### config.mk
export PLATFORM = sky130hd
export DESIGN_NAME = pan_tilt_tracking_rate_controller_core_flat
export DESIGN_NICKNAME = d
export VERILOG_FILES = /design/src/ptc_pkg.sv /design/src/ptc_chan_if.sv /design/src/ptc_seq.sv /design/src/ptc_dp.sv /design/src/pan_tilt_tracking_rate_controller_core.sv /design/src/flat_wrapper.sv
export SDC_FILE = /design/constraint.sdc
export NUM_CORES = 2
export LEC_CHECK = 0
export BUFFER_PORTS_ARGS = -buffer_cell sky130_fd_sc_hd__buf_4
export CAP_MARGIN = 20
export CORE_MARGIN = 2
export CORE_UTILIZATION = 60
export DETAILED_ROUTE_END_ITERATION = 10
export GPL_TIMING_DRIVEN = 0
export PLACE_DENSITY = 0.77
export SLEW_MARGIN = 20
export SYNTH_ARGS = -nofsm -noshare
export SYNTH_HDL_FRONTEND = slang
export SYNTH_SLANG_ARGS = --single-unit
### constraint.sdc
create_clock -name clk -period 10.1 [get_ports clk]
set_input_delay 0.505 -clock clk [delete_from_list [all_inputs] [get_ports clk]]
set_output_delay 0.505 -clock clk [all_outputs]
set_load 0.01 [all_outputs]
### src/ptc_pkg.sv
`default_nettype none

package ptc_pkg;

  // field widths
  localparam int PIX_W      = 12;
  localparam int FAC_W      = 9;
  localparam int GAIN_W     = 16;
  localparam int POS_W      = 20;
  localparam int RATE_W     = 17;
  localparam int ERR_W      = 13;
  localparam int DIFF_W     = 21;
  localparam int MA_W       = 17;
  localparam int PROD_W     = MA_W + DIFF_W;
  localparam int TGT_W      = 9;
  localparam int OUT_W      = 9;
  localparam int OP_W       = 2;
  localparam int CFG_IDX_W  = 3;
  localparam int CFG_DATA_W = 16;
  localparam int STEP_W     = 5;
  localparam int SLOW_W     = 9;

  // controller constants
  localparam int MAX_DRIVE_RATE = 255;
  localparam int SLOW_SCALE_Q8  = 128;
  localparam int FAC_ONE        = 256;

  // register reset values
  localparam logic [FAC_W-1:0]  RST_POS_SMOOTH  = FAC_W'(77);
  localparam logic [FAC_W-1:0]  RST_RATE_SMOOTH = FAC_W'(64);
  localparam logic [PIX_W-1:0]  RST_DEADBAND    = PIX_W'(20);
  localparam logic [GAIN_W-1:0] RST_GAIN        = GAIN_W'(128);
  localparam logic [PIX_W-1:0]  RST_SLOW_ZONE   = PIX_W'(40);

  typedef enum logic [OP_W-1:0] {
    OP_SEEN  = 2'd0,
    OP_LOST  = 2'd1,
    OP_CLEAR = 2'd2,
    OP_NOP   = 2'd3
  } op_t;

  typedef enum logic [CFG_IDX_W-1:0] {
    REG_POS_SMOOTH  = 3'd0,
    REG_RATE_SMOOTH = 3'd1,
    REG_DB_H        = 3'd2,
    REG_DB_V        = 3'd3,
    REG_GAIN_PAN    = 3'd4,
    REG_GAIN_TILT   = 3'd5,
    REG_ZONE_H      = 3'd6,
    REG_ZONE_V      = 3'd7
  } cfg_idx_t;

  // configuration as seen by the datapath (factors already clamped)
  typedef struct packed {
    logic [FAC_W-1:0]  pos_a;
    logic [FAC_W-1:0]  rate_b;
    logic [FAC_W-1:0]  rate_decay;
    logic [PIX_W-1:0]  db_h;
    logic [PIX_W-1:0]  db_v;
    logic [GAIN_W-1:0] gain_h;
    logic [GAIN_W-1:0] gain_v;
    logic [PIX_W-1:0]  zone_h;
    logic [PIX_W-1:0]  zone_v;
  } cfg_t;

  // small-width alu operations, both axes at once
  typedef enum logic [3:0] {
    ALU_NONE,
    ALU_PDIFF,
    ALU_SEED,
    ALU_ERR,
    ALU_EXCESS,
    ALU_ZONE,
    ALU_RDIFF,
    ALU_CLRPOS,
    ALU_CLRALL
  } alu_t;

  // multiplier operand a
  typedef enum logic [2:0] {
    MA_POS,
    MA_RATE,
    MA_DECAY,
    MA_GAIN_H,
    MA_GAIN_V
  } ma_t;

  // multiplier operand b
  typedef enum logic [2:0] {
    MB_DX,
    MB_DY,
    MB_EXC_X,
    MB_EXC_Y,
    MB_PAN,
    MB_TILT
  } mb_t;

  // product write-back
  typedef enum logic [3:0] {
    WB_NONE,
    WB_SX,
    WB_SY,
    WB_TGT_X,
    WB_TGT_Y,
    WB_PAN_ADD,
    WB_TILT_ADD,
    WB_PAN_SET,
    WB_TILT_SET
  } wb_t;

  typedef enum logic [1:0] {
    BR_NEXT,
    BR_JUMP,
    BR_DISPATCH,
    BR_DONE
  } br_t;

  typedef struct packed {
    alu_t              alu;
    ma_t               ma;
    mb_t               mb;
    wb_t               wb;
    br_t               br;
    logic [STEP_W-1:0] target;
  } ctrl_t;

  typedef enum logic {
    SQ_IDLE,
    SQ_RUN
  } seq_state_t;

  // program addresses
  localparam logic [STEP_W-1:0] ST_DISPATCH  = STEP_W'(0);
  localparam logic [STEP_W-1:0] ST_POS_MUL_X = STEP_W'(1);
  localparam logic [STEP_W-1:0] ST_POS_MUL_Y = STEP_W'(2);
  localparam logic [STEP_W-1:0] ST_POS_WB_Y  = STEP_W'(3);
  localparam logic [STEP_W-1:0] ST_ERR       = STEP_W'(4);
  localparam logic [STEP_W-1:0] ST_EXCESS    = STEP_W'(5);
  localparam logic [STEP_W-1:0] ST_GAIN_X    = STEP_W'(6);
  localparam logic [STEP_W-1:0] ST_GAIN_Y    = STEP_W'(7);
  localparam logic [STEP_W-1:0] ST_TGT_Y     = STEP_W'(8);
  localparam logic [STEP_W-1:0] ST_RDIFF     = STEP_W'(9);
  localparam logic [STEP_W-1:0] ST_RATE_X    = STEP_W'(10);
  localparam logic [STEP_W-1:0] ST_RATE_Y    = STEP_W'(11);
  localparam logic [STEP_W-1:0] ST_RATE_WB   = STEP_W'(12);
  localparam logic [STEP_W-1:0] ST_DONE      = STEP_W'(13);
  localparam logic [STEP_W-1:0] ST_SEED      = STEP_W'(14);
  localparam logic [STEP_W-1:0] ST_DECAY_X   = STEP_W'(15);
  localparam logic [STEP_W-1:0] ST_DECAY_Y   = STEP_W'(16);
  localparam logic [STEP_W-1:0] ST_DECAY_WB  = STEP_W'(17);
  localparam logic [STEP_W-1:0] ST_CLEAR     = STEP_W'(18);

  localparam ctrl_t CTRL_NOP = '{
    alu:    ALU_NONE,
    ma:     MA_POS,
    mb:     MB_DX,
    wb:     WB_NONE,
    br:     BR_NEXT,
    target: ST_DISPATCH
  };

  // control store: one word per program step
  function automatic ctrl_t ucode(input logic [STEP_W-1:0] step);
    ctrl_t w;
    w = CTRL_NOP;
    unique case (step)
      ST_DISPATCH: begin
        w.alu = ALU_PDIFF;
        w.br  = BR_DISPATCH;
      end
      ST_POS_MUL_X: begin
        w.ma = MA_POS;
        w.mb = MB_DX;
      end
      ST_POS_MUL_Y: begin
        w.ma = MA_POS;
        w.mb = MB_DY;
        w.wb = WB_SX;
      end
      ST_POS_WB_Y: begin
        w.wb = WB_SY;
      end
      ST_ERR: begin
        w.alu = ALU_ERR;
      end
      ST_EXCESS: begin
        w.alu = ALU_EXCESS;
      end
      ST_GAIN_X: begin
        w.alu = ALU_ZONE;
        w.ma  = MA_GAIN_H;
        w.mb  = MB_EXC_X;
      end
      ST_GAIN_Y: begin
        w.ma = MA_GAIN_V;
        w.mb = MB_EXC_Y;
        w.wb = WB_TGT_X;
      end
      ST_TGT_Y: begin
        w.wb = WB_TGT_Y;
      end
      ST_RDIFF: begin
        w.alu = ALU_RDIFF;
      end
      ST_RATE_X: begin
        w.ma = MA_RATE;
        w.mb = MB_DX;
      end
      ST_RATE_Y: begin
        w.ma = MA_RATE;
        w.mb = MB_DY;
        w.wb = WB_PAN_ADD;
      end
      ST_RATE_WB: begin
        w.wb = WB_TILT_ADD;
      end
      ST_DONE: begin
        w.br = BR_DONE;
      end
      ST_SEED: begin
        w.alu    = ALU_SEED;
        w.br     = BR_JUMP;
        w.target = ST_ERR;
      end
      ST_DECAY_X: begin
        w.ma = MA_DECAY;
        w.mb = MB_PAN;
      end
      ST_DECAY_Y: begin
        w.ma = MA_DECAY;
        w.mb = MB_TILT;
        w.wb = WB_PAN_SET;
      end
      ST_DECAY_WB: begin
        w.alu    = ALU_CLRPOS;
        w.wb     = WB_TILT_SET;
        w.br     = BR_JUMP;
        w.target = ST_DONE;
      end
      ST_CLEAR: begin
        w.alu    = ALU_CLRALL;
        w.br     = BR_JUMP;
        w.target = ST_DONE;
      end
      default: begin
        w.br = BR_DONE;
      end
    endcase
    return w;
  endfunction

endpackage

`default_nettype wire

### src/ptc_chan_if.sv
`default_nettype none

// request channel: one controller operation
interface ptc_in_if;
  logic                          valid;
  logic                          ready;
  logic [ptc_pkg::OP_W-1:0]      op;
  logic [ptc_pkg::PIX_W-1:0]     target_x;
  logic [ptc_pkg::PIX_W-1:0]     target_y;
  logic [ptc_pkg::PIX_W-1:0]     centre_x;
  logic [ptc_pkg::PIX_W-1:0]     centre_y;

  modport source (output valid, op, target_x, target_y, centre_x, centre_y, input ready);
  modport sink   (input valid, op, target_x, target_y, centre_x, centre_y, output ready);
endinterface

// result channel: smoothed drive rates
interface ptc_out_if;
  logic                             valid;
  logic                             ready;
  logic signed [ptc_pkg::OUT_W-1:0] pan_rate;
  logic signed [ptc_pkg::OUT_W-1:0] tilt_rate;

  modport source (output valid, pan_rate, tilt_rate, input ready);
  modport sink   (input valid, pan_rate, tilt_rate, output ready);
endinterface

`default_nettype wire

### src/ptc_seq.sv
`default_nettype none

module ptc_seq (
  input  wire                          clk,
  input  wire                          rst_n,
  input  wire                          start,
  input  ptc_pkg::op_t                 op,
  input  wire                          pos_valid,
  input  wire                          out_free,
  output ptc_pkg::ctrl_t               ctrl,
  output logic                         idle,
  output logic                         done
);

  ptc_pkg::seq_state_t           state_r, state_nxt;
  logic [ptc_pkg::STEP_W-1:0]    step_r, step_nxt;
  ptc_pkg::ctrl_t                word;

  // control store read
  assign word = ptc_pkg::ucode(step_r);

  // sequencer state registers
  always_ff @(posedge clk) begin
    if (!rst_n) begin
      state_r <= ptc_pkg::SQ_IDLE;
      step_r  <= ptc_pkg::ST_DISPATCH;
    end else begin
      state_r <= state_nxt;
      step_r  <= step_nxt;
    end
  end

  // next state and step address
  always_comb begin
    state_nxt = state_r;
    step_nxt  = step_r;
    unique case (state_r)
      ptc_pkg::SQ_IDLE: begin
        if (start) begin
          state_nxt = ptc_pkg::SQ_RUN;
          step_nxt  = ptc_pkg::ST_DISPATCH;
        end
      end
      ptc_pkg::SQ_RUN: begin
        unique case (word.br)
          ptc_pkg::BR_NEXT: begin
            step_nxt = ptc_pkg::STEP_W'(step_r + 1'b1);
          end
          ptc_pkg::BR_JUMP: begin
            step_nxt = word.target;
          end
          ptc_pkg::BR_DISPATCH: begin
            case (op)
              ptc_pkg::OP_SEEN:  step_nxt = pos_valid ? ptc_pkg::ST_POS_MUL_X
                                                      : ptc_pkg::ST_SEED;
              ptc_pkg::OP_LOST:  step_nxt = ptc_pkg::ST_DECAY_X;
              ptc_pkg::OP_CLEAR: step_nxt = ptc_pkg::ST_CLEAR;
              default:           step_nxt = ptc_pkg::ST_DONE;
            endcase
          end
          ptc_pkg::BR_DONE: begin
            if (out_free) begin
              state_nxt = ptc_pkg::SQ_IDLE;
            end
          end
          default: begin
            state_nxt = ptc_pkg::SQ_IDLE;
          end
        endcase
      end
      default: begin
        state_nxt = ptc_pkg::SQ_IDLE;
      end
    endcase
  end

  // outputs: control word only while running
  always_comb begin
    ctrl = ptc_pkg::CTRL_NOP;
    idle = 1'b0;
    done = 1'b0;
    unique case (state_r)
      ptc_pkg::SQ_IDLE: begin
        idle = 1'b1;
      end
      ptc_pkg::SQ_RUN: begin
        ctrl = word;
        done = (word.br == ptc_pkg::BR_DONE) && out_free;
      end
      default: begin
        idle = 1'b0;
      end
    endcase
  end

endmodule

`default_nettype wire

### src/ptc_dp.sv
`default_nettype none

module ptc_dp (
  input  wire                                  clk,
  input  wire                                  rst_n,
  input  ptc_pkg::ctrl_t                       ctrl,
  input  ptc_pkg::cfg_t                        cfg,
  input  wire                                  load,
  input  wire  [ptc_pkg::OP_W-1:0]             in_op,
  input  wire  [ptc_pkg::PIX_W-1:0]            in_tx,
  input  wire  [ptc_pkg::PIX_W-1:0]            in_ty,
  input  wire  [ptc_pkg::PIX_W-1:0]            in_cx,
  input  wire  [ptc_pkg::PIX_W-1:0]            in_cy,
  output ptc_pkg::op_t                         op_q,
  output logic                                 pos_valid,
  output logic signed [ptc_pkg::OUT_W-1:0]     pan_out,
  output logic signed [ptc_pkg::OUT_W-1:0]     tilt_out
);

  localparam int PW = ptc_pkg::PROD_W;
  localparam int SW = ptc_pkg::PROD_W + ptc_pkg::SLOW_W;

  // target rate from gain product: scale, clamp, deadband, sign
  function automatic logic signed [ptc_pkg::TGT_W-1:0] tgt_rate(
    input logic [PW-1:0] p,
    input logic          slow,
    input logic          dead,
    input logic          neg
  );
    logic [SW-1:0]               scaled;
    logic [SW-1:0]               mag;
    logic [ptc_pkg::TGT_W-1:0]   lim;
    scaled = SW'(p) * SW'(ptc_pkg::SLOW_SCALE_Q8);
    if (slow) begin
      mag = scaled >> 16;
    end else begin
      mag = SW'(p) >> 8;
    end
    if (mag > SW'(ptc_pkg::MAX_DRIVE_RATE)) begin
      lim = ptc_pkg::TGT_W'(ptc_pkg::MAX_DRIVE_RATE);
    end else begin
      lim = mag[ptc_pkg::TGT_W-1:0];
    end
    if (dead) begin
      return '0;
    end
    return neg ? $signed(-lim) : $signed(lim);
  endfunction

  // item registers
  logic [ptc_pkg::OP_W-1:0]   op_r;
  logic [ptc_pkg::PIX_W-1:0]  tx_r, ty_r, cx_r, cy_r;

  // architectural state
  logic                              valid_r, valid_nxt;
  logic [ptc_pkg::POS_W-1:0]         sx_r, sx_nxt, sy_r, sy_nxt;
  logic signed [ptc_pkg::RATE_W-1:0] pan_r, pan_nxt, tilt_r, tilt_nxt;

  // scratch registers
  logic signed [ptc_pkg::DIFF_W-1:0] dx_r, dx_nxt, dy_r, dy_nxt;
  logic signed [ptc_pkg::ERR_W-1:0]  ex_r, ex_nxt, ey_r, ey_nxt;
  logic [ptc_pkg::PIX_W-1:0]         exc_x_r, exc_x_nxt, exc_y_r, exc_y_nxt;
  logic                              dead_x_r, dead_x_nxt, dead_y_r, dead_y_nxt;
  logic                              neg_x_r, neg_x_nxt, neg_y_r, neg_y_nxt;
  logic                              slow_x_r, slow_x_nxt, slow_y_r, slow_y_nxt;
  logic signed [ptc_pkg::TGT_W-1:0]  tgt_x_r, tgt_x_nxt, tgt_y_r, tgt_y_nxt;
  logic signed [PW-1:0]              prod_r, prod_nxt;

  // multiplier operands and helpers
  logic signed [ptc_pkg::MA_W-1:0]   a_op;
  logic signed [ptc_pkg::DIFF_W-1:0] b_op;
  logic signed [PW-1:0]              prod_bias, prod_t8;
  logic signed [PW-1:0]              sx_sum, sy_sum, pan_sum, tilt_sum;
  logic signed [ptc_pkg::ERR_W-1:0]  mag_x, mag_y;
  logic signed [ptc_pkg::RATE_W-1:0] pan_bias, tilt_bias;

  assign op_q      = ptc_pkg::op_t'(op_r);
  assign pos_valid = valid_r;

  // product truncated toward zero after the q8 shift
  assign prod_bias = prod_r + $signed({{(PW-8){1'b0}}, {8{prod_r[PW-1]}}});
  assign prod_t8   = {{8{prod_bias[PW-1]}}, prod_bias[PW-1:8]};

  assign sx_sum   = $signed({1'b0, sx_r}) + prod_t8;
  assign sy_sum   = $signed({1'b0, sy_r}) + prod_t8;
  assign pan_sum  = pan_r + prod_t8;
  assign tilt_sum = tilt_r + prod_t8;

  assign mag_x = ex_r[ptc_pkg::ERR_W-1] ? -ex_r : ex_r;
  assign mag_y = ey_r[ptc_pkg::ERR_W-1] ? -ey_r : ey_r;

  // emitted integer rate, truncated toward zero
  assign pan_bias  = pan_r + $signed({{(ptc_pkg::RATE_W-8){1'b0}}, {8{pan_r[ptc_pkg::RATE_W-1]}}});
  assign tilt_bias = tilt_r + $signed({{(ptc_pkg::RATE_W-8){1'b0}},
                                       {8{tilt_r[ptc_pkg::RATE_W-1]}}});
  assign pan_out   = pan_bias[ptc_pkg::RATE_W-1:8];
  assign tilt_out  = tilt_bias[ptc_pkg::RATE_W-1:8];

  // multiplier operand select
  always_comb begin
    case (ctrl.ma)
      ptc_pkg::MA_POS:    a_op = $signed({{(ptc_pkg::MA_W-ptc_pkg::FAC_W){1'b0}}, cfg.pos_a});
      ptc_pkg::MA_RATE:   a_op = $signed({{(ptc_pkg::MA_W-ptc_pkg::FAC_W){1'b0}}, cfg.rate_b});
      ptc_pkg::MA_DECAY:  a_op = $signed({{(ptc_pkg::MA_W-ptc_pkg::FAC_W){1'b0}},
                                          cfg.rate_decay});
      ptc_pkg::MA_GAIN_H: a_op = $signed({{(ptc_pkg::MA_W-ptc_pkg::GAIN_W){1'b0}}, cfg.gain_h});
      ptc_pkg::MA_GAIN_V: a_op = $signed({{(ptc_pkg::MA_W-ptc_pkg::GAIN_W){1'b0}}, cfg.gain_v});
      default:            a_op = '0;
    endcase
    case (ctrl.mb)
      ptc_pkg::MB_DX:    b_op = dx_r;
      ptc_pkg::MB_DY:    b_op = dy_r;
      ptc_pkg::MB_EXC_X: b_op = $signed({{(ptc_pkg::DIFF_W-ptc_pkg::PIX_W){1'b0}}, exc_x_r});
      ptc_pkg::MB_EXC_Y: b_op = $signed({{(ptc_pkg::DIFF_W-ptc_pkg::PIX_W){1'b0}}, exc_y_r});
      ptc_pkg::MB_PAN:   b_op = $signed({{(ptc_pkg::DIFF_W-ptc_pkg::RATE_W){pan_r[ptc_pkg::RATE_W-1]}},
                                         pan_r});
      ptc_pkg::MB_TILT:  b_op = $signed({{(ptc_pkg::DIFF_W-ptc_pkg::RATE_W){tilt_r[ptc_pkg::RATE_W-1]}},
                                         tilt_r});
      default:           b_op = '0;
    endcase
    prod_nxt = a_op * b_op;
  end

  // alu and write-back
  always_comb begin
    valid_nxt  = valid_r;
    sx_nxt     = sx_r;
    sy_nxt     = sy_r;
    pan_nxt    = pan_r;
    tilt_nxt   = tilt_r;
    dx_nxt     = dx_r;
    dy_nxt     = dy_r;
    ex_nxt     = ex_r;
    ey_nxt     = ey_r;
    exc_x_nxt  = exc_x_r;
    exc_y_nxt  = exc_y_r;
    dead_x_nxt = dead_x_r;
    dead_y_nxt = dead_y_r;
    neg_x_nxt  = neg_x_r;
    neg_y_nxt  = neg_y_r;
    slow_x_nxt = slow_x_r;
    slow_y_nxt = slow_y_r;
    tgt_x_nxt  = tgt_x_r;
    tgt_y_nxt  = tgt_y_r;

    case (ctrl.alu)
      // distance from smoothed position to new sighting
      ptc_pkg::ALU_PDIFF: begin
        dx_nxt = $signed({1'b0, tx_r, 8'b0}) - $signed({1'b0, sx_r});
        dy_nxt = $signed({1'b0, ty_r, 8'b0}) - $signed({1'b0, sy_r});
      end
      // first sighting seeds the position
      ptc_pkg::ALU_SEED: begin
        sx_nxt    = {tx_r, 8'b0};
        sy_nxt    = {ty_r, 8'b0};
        valid_nxt = 1'b1;
      end
      // pixel error, vertical axis negated
      ptc_pkg::ALU_ERR: begin
        ex_nxt = $signed({1'b0, sx_r[ptc_pkg::POS_W-1:8]}) - $signed({1'b0, cx_r});
        ey_nxt = $signed({1'b0, cy_r}) - $signed({1'b0, sy_r[ptc_pkg::POS_W-1:8]});
      end
      // magnitude beyond the deadband
      ptc_pkg::ALU_EXCESS: begin
        dead_x_nxt = mag_x[ptc_pkg::PIX_W-1:0] <= cfg.db_h;
        dead_y_nxt = mag_y[ptc_pkg::PIX_W-1:0] <= cfg.db_v;
        exc_x_nxt  = mag_x[ptc_pkg::PIX_W-1:0] - cfg.db_h;
        exc_y_nxt  = mag_y[ptc_pkg::PIX_W-1:0] - cfg.db_v;
        neg_x_nxt  = ex_r[ptc_pkg::ERR_W-1];
        neg_y_nxt  = ey_r[ptc_pkg::ERR_W-1];
      end
      ptc_pkg::ALU_ZONE: begin
        slow_x_nxt = exc_x_r <= cfg.zone_h;
        slow_y_nxt = exc_y_r <= cfg.zone_v;
      end
      // target rate minus current rate, q8
      ptc_pkg::ALU_RDIFF: begin
        dx_nxt = $signed({{(ptc_pkg::DIFF_W-ptc_pkg::TGT_W-8){tgt_x_r[ptc_pkg::TGT_W-1]}},
                          tgt_x_r, 8'b0})
               - $signed({{(ptc_pkg::DIFF_W-ptc_pkg::RATE_W){pan_r[ptc_pkg::RATE_W-1]}}, pan_r});
        dy_nxt = $signed({{(ptc_pkg::DIFF_W-ptc_pkg::TGT_W-8){tgt_y_r[ptc_pkg::TGT_W-1]}},
                          tgt_y_r, 8'b0})
               - $signed({{(ptc_pkg::DIFF_W-ptc_pkg::RATE_W){tilt_r[ptc_pkg::RATE_W-1]}},
                          tilt_r});
      end
      ptc_pkg::ALU_CLRPOS: begin
        valid_nxt = 1'b0;
        sx_nxt    = '0;
        sy_nxt    = '0;
      end
      ptc_pkg::ALU_CLRALL: begin
        valid_nxt = 1'b0;
        sx_nxt    = '0;
        sy_nxt    = '0;
        pan_nxt   = '0;
        tilt_nxt  = '0;
      end
      default: begin
        valid_nxt = valid_r;
      end
    endcase

    case (ctrl.wb)
      ptc_pkg::WB_SX:       sx_nxt    = sx_sum[ptc_pkg::POS_W-1:0];
      ptc_pkg::WB_SY:       sy_nxt    = sy_sum[ptc_pkg::POS_W-1:0];
      ptc_pkg::WB_TGT_X:    tgt_x_nxt = tgt_rate($unsigned(prod_r), slow_x_r, dead_x_r, neg_x_r);
      ptc_pkg::WB_TGT_Y:    tgt_y_nxt = tgt_rate($unsigned(prod_r), slow_y_r, dead_y_r, neg_y_r);
      ptc_pkg::WB_PAN_ADD:  pan_nxt   = pan_sum[ptc_pkg::RATE_W-1:0];
      ptc_pkg::WB_TILT_ADD: tilt_nxt  = tilt_sum[ptc_pkg::RATE_W-1:0];
      ptc_pkg::WB_PAN_SET:  pan_nxt   = prod_t8[ptc_pkg::RATE_W-1:0];
      ptc_pkg::WB_TILT_SET: tilt_nxt  = prod_t8[ptc_pkg::RATE_W-1:0];
      default:              tgt_x_nxt = tgt_x_nxt;
    endcase
  end

  // controller state
  always_ff @(posedge clk) begin
    if (!rst_n) begin
      valid_r <= 1'b0;
      sx_r    <= '0;
      sy_r    <= '0;
      pan_r   <= '0;
      tilt_r  <= '0;
    end else begin
      valid_r <= valid_nxt;
      sx_r    <= sx_nxt;
      sy_r    <= sy_nxt;
      pan_r   <= pan_nxt;
      tilt_r  <= tilt_nxt;
    end
  end

  // request capture and scratch registers
  always_ff @(posedge clk) begin
    if (load) begin
      op_r <= in_op;
      tx_r <= in_tx;
      ty_r <= in_ty;
      cx_r <= in_cx;
      cy_r <= in_cy;
    end
    dx_r     <= dx_nxt;
    dy_r     <= dy_nxt;
    ex_r     <= ex_nxt;
    ey_r     <= ey_nxt;
    exc_x_r  <= exc_x_nxt;
    exc_y_r  <= exc_y_nxt;
    dead_x_r <= dead_x_nxt;
    dead_y_r <= dead_y_nxt;
    neg_x_r  <= neg_x_nxt;
    neg_y_r  <= neg_y_nxt;
    slow_x_r <= slow_x_nxt;
    slow_y_r <= slow_y_nxt;
    tgt_x_r  <= tgt_x_nxt;
    tgt_y_r  <= tgt_y_nxt;
    prod_r   <= prod_nxt;
  end

endmodule

`default_nettype wire

### src/pan_tilt_tracking_rate_controller_core.sv
// Two-axis pan/tilt tracking rate controller with deadband and smoothing.
// in_chan: valid/ready request carrying op, target_x/y and centre_x/y.
//   op seen smooths or seeds the target position and updates both drive rates,
//   op lost decays the rates and forgets the position, op clear zeroes all
//   state; the fourth code only reports the current rates.
// out_chan: valid/ready result carrying signed pan_rate and tilt_rate,
//   one result per request, in request order.
// cfg_we/cfg_index/cfg_data: register write, applied at the clock edge
//   with cfg_we high; write only while no request is in flight.
// Request-to-result time depends on the op: longest for a sighting with a
// known position, then a first sighting, a loss, a clear and a report.
// One request is in work at a time; in_chan.ready is high whenever the
// microcode sequencer is idle, which it becomes at the edge that loads
// the result. The time per request is set by the program length, with one
// shared 17x21 multiplier.
// A stalled result is held in the output register; the sequencer waits on
// its final step until that register can be reloaded.
// rst_n (synchronous) restores register defaults and clears position and
// rate state; no result is pending after reset.
`default_nettype none

module pan_tilt_tracking_rate_controller_core (
  input  wire                                 clk,
  input  wire                                 rst_n,
  ptc_in_if.sink                              in_chan,
  ptc_out_if.source                           out_chan,
  input  wire                                 cfg_we,
  input  wire  [ptc_pkg::CFG_IDX_W-1:0]       cfg_index,
  input  wire  [ptc_pkg::CFG_DATA_W-1:0]      cfg_data
);

  // factors above one act as one
  function automatic logic [ptc_pkg::FAC_W-1:0] clamp_fac(input logic [ptc_pkg::FAC_W-1:0] v);
    if (v > ptc_pkg::FAC_W'(ptc_pkg::FAC_ONE)) begin
      return ptc_pkg::FAC_W'(ptc_pkg::FAC_ONE);
    end
    return v;
  endfunction

  ptc_pkg::cfg_t                     cfg_r, cfg_nxt;
  ptc_pkg::ctrl_t                    ctrl;
  ptc_pkg::op_t                      op_q;
  logic                              pos_valid;
  logic                              seq_idle;
  logic                              seq_done;
  logic                              accept;
  logic                              out_free;
  logic                              out_valid_r, out_valid_nxt;
  logic signed [ptc_pkg::OUT_W-1:0]  pan_dp, tilt_dp;
  logic signed [ptc_pkg::OUT_W-1:0]  pan_r, tilt_r;
  logic [ptc_pkg::FAC_W-1:0]         wr_fac;

  assign in_chan.ready = seq_idle;
  assign accept        = in_chan.valid && seq_idle;
  assign out_free      = !out_valid_r || out_chan.ready;

  // register writes
  always_comb begin
    cfg_nxt = cfg_r;
    wr_fac  = clamp_fac(cfg_data[ptc_pkg::FAC_W-1:0]);
    if (cfg_we) begin
      unique case (ptc_pkg::cfg_idx_t'(cfg_index))
        ptc_pkg::REG_POS_SMOOTH:  cfg_nxt.pos_a  = wr_fac;
        ptc_pkg::REG_RATE_SMOOTH: begin
          cfg_nxt.rate_b     = wr_fac;
          cfg_nxt.rate_decay = ptc_pkg::FAC_W'(ptc_pkg::FAC_ONE) - wr_fac;
        end
        ptc_pkg::REG_DB_H:        cfg_nxt.db_h   = cfg_data[ptc_pkg::PIX_W-1:0];
        ptc_pkg::REG_DB_V:        cfg_nxt.db_v   = cfg_data[ptc_pkg::PIX_W-1:0];
        ptc_pkg::REG_GAIN_PAN:    cfg_nxt.gain_h = cfg_data[ptc_pkg::GAIN_W-1:0];
        ptc_pkg::REG_GAIN_TILT:   cfg_nxt.gain_v = cfg_data[ptc_pkg::GAIN_W-1:0];
        ptc_pkg::REG_ZONE_H:      cfg_nxt.zone_h = cfg_data[ptc_pkg::PIX_W-1:0];
        ptc_pkg::REG_ZONE_V:      cfg_nxt.zone_v = cfg_data[ptc_pkg::PIX_W-1:0];
        default:                  cfg_nxt = cfg_r;
      endcase
    end
  end

  always_ff @(posedge clk) begin
    if (!rst_n) begin
      cfg_r.pos_a      <= ptc_pkg::RST_POS_SMOOTH;
      cfg_r.rate_b     <= ptc_pkg::RST_RATE_SMOOTH;
      cfg_r.rate_decay <= ptc_pkg::FAC_W'(ptc_pkg::FAC_ONE) - ptc_pkg::RST_RATE_SMOOTH;
      cfg_r.db_h       <= ptc_pkg::RST_DEADBAND;
      cfg_r.db_v       <= ptc_pkg::RST_DEADBAND;
      cfg_r.gain_h     <= ptc_pkg::RST_GAIN;
      cfg_r.gain_v     <= ptc_pkg::RST_GAIN;
      cfg_r.zone_h     <= ptc_pkg::RST_SLOW_ZONE;
      cfg_r.zone_v     <= ptc_pkg::RST_SLOW_ZONE;
    end else begin
      cfg_r <= cfg_nxt;
    end
  end

  // microcode sequencer
  ptc_seq u_seq (
    .clk       (clk),
    .rst_n     (rst_n),
    .start     (accept),
    .op        (op_q),
    .pos_valid (pos_valid),
    .out_free  (out_free),
    .ctrl      (ctrl),
    .idle      (seq_idle),
    .done      (seq_done)
  );

  // datapath with the shared multiplier
  ptc_dp u_dp (
    .clk       (clk),
    .rst_n     (rst_n),
    .ctrl      (ctrl),
    .cfg       (cfg_r),
    .load      (accept),
    .in_op     (in_chan.op),
    .in_tx     (in_chan.target_x),
    .in_ty     (in_chan.target_y),
    .in_cx     (in_chan.centre_x),
    .in_cy     (in_chan.centre_y),
    .op_q      (op_q),
    .pos_valid (pos_valid),
    .pan_out   (pan_dp),
    .tilt_out  (tilt_dp)
  );

  // output register
  always_comb begin
    out_valid_nxt = out_valid_r;
    if (seq_done) begin
      out_valid_nxt = 1'b1;
    end else if (out_chan.ready) begin
      out_valid_nxt = 1'b0;
    end
  end

  always_ff @(posedge clk) begin
    if (!rst_n) begin
      out_valid_r <= 1'b0;
    end else begin
      out_valid_r <= out_valid_nxt;
    end
  end

  always_ff @(posedge clk) begin
    if (seq_done) begin
      pan_r  <= pan_dp;
      tilt_r <= tilt_dp;
    end
  end

  assign out_chan.valid     = out_valid_r;
  assign out_chan.pan_rate  = pan_r;
  assign out_chan.tilt_rate = tilt_r;

endmodule

`default_nettype wire

### src/flat_wrapper.sv
// flat-port wrapper written by rule: the top's interface ports become plain ports
module pan_tilt_tracking_rate_controller_core_flat 
  (clk, rst_n, cfg_we, cfg_index, cfg_data, in_chan_valid, in_chan_op, in_chan_target_x, in_chan_target_y, in_chan_centre_x, in_chan_centre_y, in_chan_ready, out_chan_valid, out_chan_pan_rate, out_chan_tilt_rate, out_chan_ready);
  ptc_in_if in_chan_i ();
  ptc_out_if out_chan_i ();
  input  wire clk;
  input  wire rst_n;
  input  wire cfg_we;
  input  wire  [ptc_pkg::CFG_IDX_W-1:0] cfg_index;
  input  wire  [ptc_pkg::CFG_DATA_W-1:0] cfg_data;
  input wire logic [$bits(in_chan_i.valid)-1:0] in_chan_valid;
  input wire logic [$bits(in_chan_i.op)-1:0] in_chan_op;
  input wire logic [$bits(in_chan_i.target_x)-1:0] in_chan_target_x;
  input wire logic [$bits(in_chan_i.target_y)-1:0] in_chan_target_y;
  input wire logic [$bits(in_chan_i.centre_x)-1:0] in_chan_centre_x;
  input wire logic [$bits(in_chan_i.centre_y)-1:0] in_chan_centre_y;
  output wire logic [$bits(in_chan_i.ready)-1:0] in_chan_ready;
  output wire logic [$bits(out_chan_i.valid)-1:0] out_chan_valid;
  output wire logic [$bits(out_chan_i.pan_rate)-1:0] out_chan_pan_rate;
  output wire logic [$bits(out_chan_i.tilt_rate)-1:0] out_chan_tilt_rate;
  input wire logic [$bits(out_chan_i.ready)-1:0] out_chan_ready;
  assign in_chan_i.valid = in_chan_valid;
  assign in_chan_i.op = in_chan_op;
  assign in_chan_i.target_x = in_chan_target_x;
  assign in_chan_i.target_y = in_chan_target_y;
  assign in_chan_i.centre_x = in_chan_centre_x;
  assign in_chan_i.centre_y = in_chan_centre_y;
  assign in_chan_ready = in_chan_i.ready;
  assign out_chan_valid = out_chan_i.valid;
  assign out_chan_pan_rate = out_chan_i.pan_rate;
  assign out_chan_tilt_rate = out_chan_i.tilt_rate;
  assign out_chan_i.ready = out_chan_ready;
  pan_tilt_tracking_rate_controller_core u_core (.clk(clk), .rst_n(rst_n), .in_chan(in_chan_i), .out_chan(out_chan_i), .cfg_we(cfg_we), .cfg_index(cfg_index), .cfg_data(cfg_data));
endmodule
==> key figures <==
Timing
  • Final setup fails: 0
  • Final period util: 0.9594
  • Post-route setup TNS: 0 ns
  • Final hold violation count: 0
  • Slew @ Worst Pin: 1.204 ns
  • FMAX: 103.2 MHz
  • Min Clock Period, post-route: 9.690 ns
  • Final Max Slew Viols: 0
  • Clock Skews: 0.02216 ns
  • Max transition margin: 0.1974
  • PnR worst setup slack: 0.4099 ns

Critical path
  • R2R Path Start: u_core.u_seq.step_r[0]$_SDFFE_PN0P_
  • Slowest library cell on the worst path: fa_1
  • CP Launch Type: flip-flop
  • R2R cell count: 32
  • Crit Path Class: reg -> reg
  • Worst Path Arrival: 10.17 ns
  • Crit. End Element: flip-flop
  • CP startpoint: u_core.u_seq.step_r[0]$_SDFFE_PN0P_
  • CP Max Fanout: 10
  • CP Capture Point: u_core.u_dp.prod_r[37]$_DFF_P_
  • Reg-to-Reg End: u_core.u_dp.prod_r[37]$_DFF_P_
  • Top cell by count, worst path: fa_1
  • Internal reg-to-reg setup slack: 0.41 ns
  • Data required time at the worst endpoint: 10.58 ns
  • Worst stage delay on the critical path: 0.58 ns

Floorplanning
  • Initial Util: 0.6073
  • Core Box Area: 63,200 sq um
  • I/O pins: 94
  • Die Footprint: 66,000 sq um
  • Die Ht: 256.9 microns
  • Die width: 256.9 microns
  • # rows: 92

Placed design
  • DP Cell Count: 5,240
  • Placed wire-length estimate: 89,890 microns
  • Quantity of I/O buffers inserted on ports: 83
  • Pre-CTS WS: 0.4559 ns
  • Routability cong.: 1.015

Hold path
  • HP Class: in -> reg
  • Hold path depth: 1

Layout
  • Nets: 5,178
  • Area Growth Syn to Fin: 9.514%
  • Most common cell after layout, fill and taps aside: inv_1
  • Share of layout cells above drive strength 1: 0.06676
  • Most frequent cells in the layout: inv_1 (578), nand2_1 (495), fa_1 (343)
  • Antenna cell count: 0
  • Final Non-Filler Cells: 5,325

Yosys
  • XOR/XNOR Fraction of Synth Area: 0.05751
  • Synth Area in Compound Gates: 0.1551
  • Leading area contributor after synthesis: fa_1
  • Ys flop type: dfxtp_1
  • Synth area leaders: fa_1 (18%), edfxtp_1 (14%), dfxtp_1 (12%), ha_1 (10%), inv_1 (5.7%)
  • Flops & latches, synth: 410
  • Yosys cell types: 99
  • Cell Area, Synth: 38,380 sq um
  • Post-synth ARST share: 0
  • Adder-cell share of the synthesized area: 0.2829
  • Post-synthesis cell count: 4,232
  • Area share of and/or/nand/nor cells after synthesis: 0.1573
  • Synth Warn #: 0
  • Largest family of logic cells by synthesized area: adder cells
  • Sequential share of the synthesized area: 0.2619
  • Top-area cell type share of the netlist area: 0.1789
  • Avg Inst Size Synth: 9.068 sq um
  • Post-synth EDFFs: 184
  • Mux contribution to synthesized area: 0.01073

Global route
  • Antenna violations before repair: 1
  • Largest net degree at the start of global routing: 43
  • First-pass GRT wire length: 177,600 microns
  • Overall Global Routing Usage: 0.3460
  • Vias in the first global route: 31,638
  • GR Overflow Total: 0

Clock network
  • Clock Sinks: 410
  • CTS Hold Bufs: 0
  • CTS Buf Count: 45
  • CTS tree: done
  • Root Driver: clkbuf_16
  • Reg clk slew, reported paths: 0.06 ns
  • Skew-Pair Late Insertion Delay: 0.61 ns
  • Clk buf depth: 3
  • H-tree levels: 2

Routing
  • Post-DR vias/cell: 5.966
  • Drt first pass iters: 6
  • Drt total wl: 112,500 microns
  • DRC Markers: 0
  • Routed len/inst: 21.13 microns
  • Vias: 31,767
  • Initial DRC count: 3,364
  • Antenna viol nets, final: 0

Flow run
  • Max cap viols: 0

Outcome
  • Outcome: finished, final reports clean
-- worst min path at each step --
stage	from	endpoint
floorplan	u_core.cfg_r[47]$_SDFFE_PN1P_	u_core.cfg_r[47]$_SDFFE_PN1P_
global placement	u_core.cfg_r[69]$_SDFFE_PN0P_	u_core.cfg_r[69]$_SDFFE_PN0P_
detailed placement	u_core.cfg_r[28]$_SDFFE_PN0P_	u_core.cfg_r[28]$_SDFFE_PN0P_
CTS	in_chan_op[1]	u_core.u_dp.op_q[1]$_DFFE_PP_
global route	in_chan_op[0]	u_core.u_dp.op_q[0]$_DFFE_PP_
finish	in_chan_target_x[9]	u_core.u_dp.tx_r[9]$_DFFE_PP_
-- flip-flops by register name, indices dropped and copies added, names as in the netlist, 12 cells and up --
| signal | flops |
|---|---|
| u_core.u_dp.tilt_r | 17 |
| u_core.u_dp.tx_r | 12 |
| u_core.u_dp.cx_r | 12 |
| u_core.u_dp.prod_r | 38 |
| u_core.u_dp.ty_r | 12 |
| u_core.u_dp.dx_r | 21 |
| u_core.u_dp.exc_x_r | 12 |
| u_core.u_dp.sx_r | 20 |
| u_core.cfg_r | 106 |
| u_core.u_dp.dy_r | 21 |
| u_core.u_dp.sy_r | 20 |
| u_core.u_dp.cy_r | 12 |
| u_core.u_dp.exc_y_r | 12 |
| u_core.u_dp.ey_r | 13 |
| u_core.u_dp.ex_r | 13 |
| u_core.u_dp.pan_r | 17 |
-- layer usage --
metal,GRT usage,share of wire,vias to the layer above
li1,-,-,14647
met3,0.07092,0.098,329
met5,0,0,-
met1,0.4611,0.40,15338
met4,0.1667,0.056,0
met2,0.5413,0.44,1453
-- through the flow --
| stage | area [sq um] | hold WS, ns | utilization |
|---|---|---|---|
| final | 42030 | 0.08256 | 0.6650 |
| after global routing | 42030 | 0.07100 | 0.6650 |
| after CTS | 42000 | 0.06448 | 0.6647 |
| after detailed placement | 40490 | 0.4598 | 0.6408 |
| after global placement | 40310 | 0.4501 | 0.6379 |
| after floorplan | 38630 | 0.4398 | - |
-- kinds of logic (layout without fill, tap and decap cells) --
family          Yosys count  in the layout
other cells               2             70
mux                      40             40
xor+xnor                252            252
compound gates          859            859
simple gates           1277           1277
buf+inv                 730            909
flops                   410            410
fa+ha+maj               662            662
-- layout make-up --
class	instances	area (sq um)
Inverter	581	2181
Fill cell	5184	21170
Clock inverter	27	244.0
Timing Repair Buffer	95	734.5
Buffer	149	671.9
Clock buffer	57	1267
Multi-Input combinational cell	3160	25820
Sequential cell	410	10050
Tap cell	846	1059
-- worst max-delay path, delay by kind of cell, from the launching register on --
| family | cells | cell delay, ns |
|---|---|---|
| xor gates and xnor gates | 1 | 0.14 |
| DFF | 1 | 0.38 |
| adders and majority gates | 8 | 3.59 |
| and+or+nand+nor | 6 | 1.71 |
| AOI/OAI and AO/OA | 9 | 2.23 |
| buffers and inverters | 8 | 1.50 |
-- what timing repair did --
item                                    CTS  global route
endpoints found under the hold margin     0             0
gates resized for setup                   0             7
endpoints found under the setup margin    0             8
buffers inserted                          0             0
-- Yosys cell counts, types with 9 or more instances --
cell type,number
mux2i_1,31
clkbuf_1,84
nand4_1,21
nand3_1,53
a22o_1,19
o21bai_1,17
buf_4,11
and2_1,36
and3_1,24
a221o_1,18
dfxtp_1,226
nand2b_1,49
ha_1,319
o22ai_1,13
a222oi_1,27
o21a_1,34
a211o_1,10
nor2b_1,129
inv_1,579
nor2_1,285
o31ai_1,19
mux2_2,9
buf_2,44
nand2_1,495
xor2_1,79
o211ai_1,17
a221oi_1,16
o21ai_0,140
nor4_1,20
a211oi_1,20
fa_1,343
a21o_1,67
edfxtp_1,184
a21oi_1,183
or3_1,22
a22oi_1,36
or4_1,12
a31oi_1,25
nor3_1,71
o41ai_1,13
a21boi_0,100
xnor2_1,173
nor3b_1,9
Power is left out: the tool's default activity adds up to more than one toggle a clock period on the data nets, which glitch-free logic cannot reach.
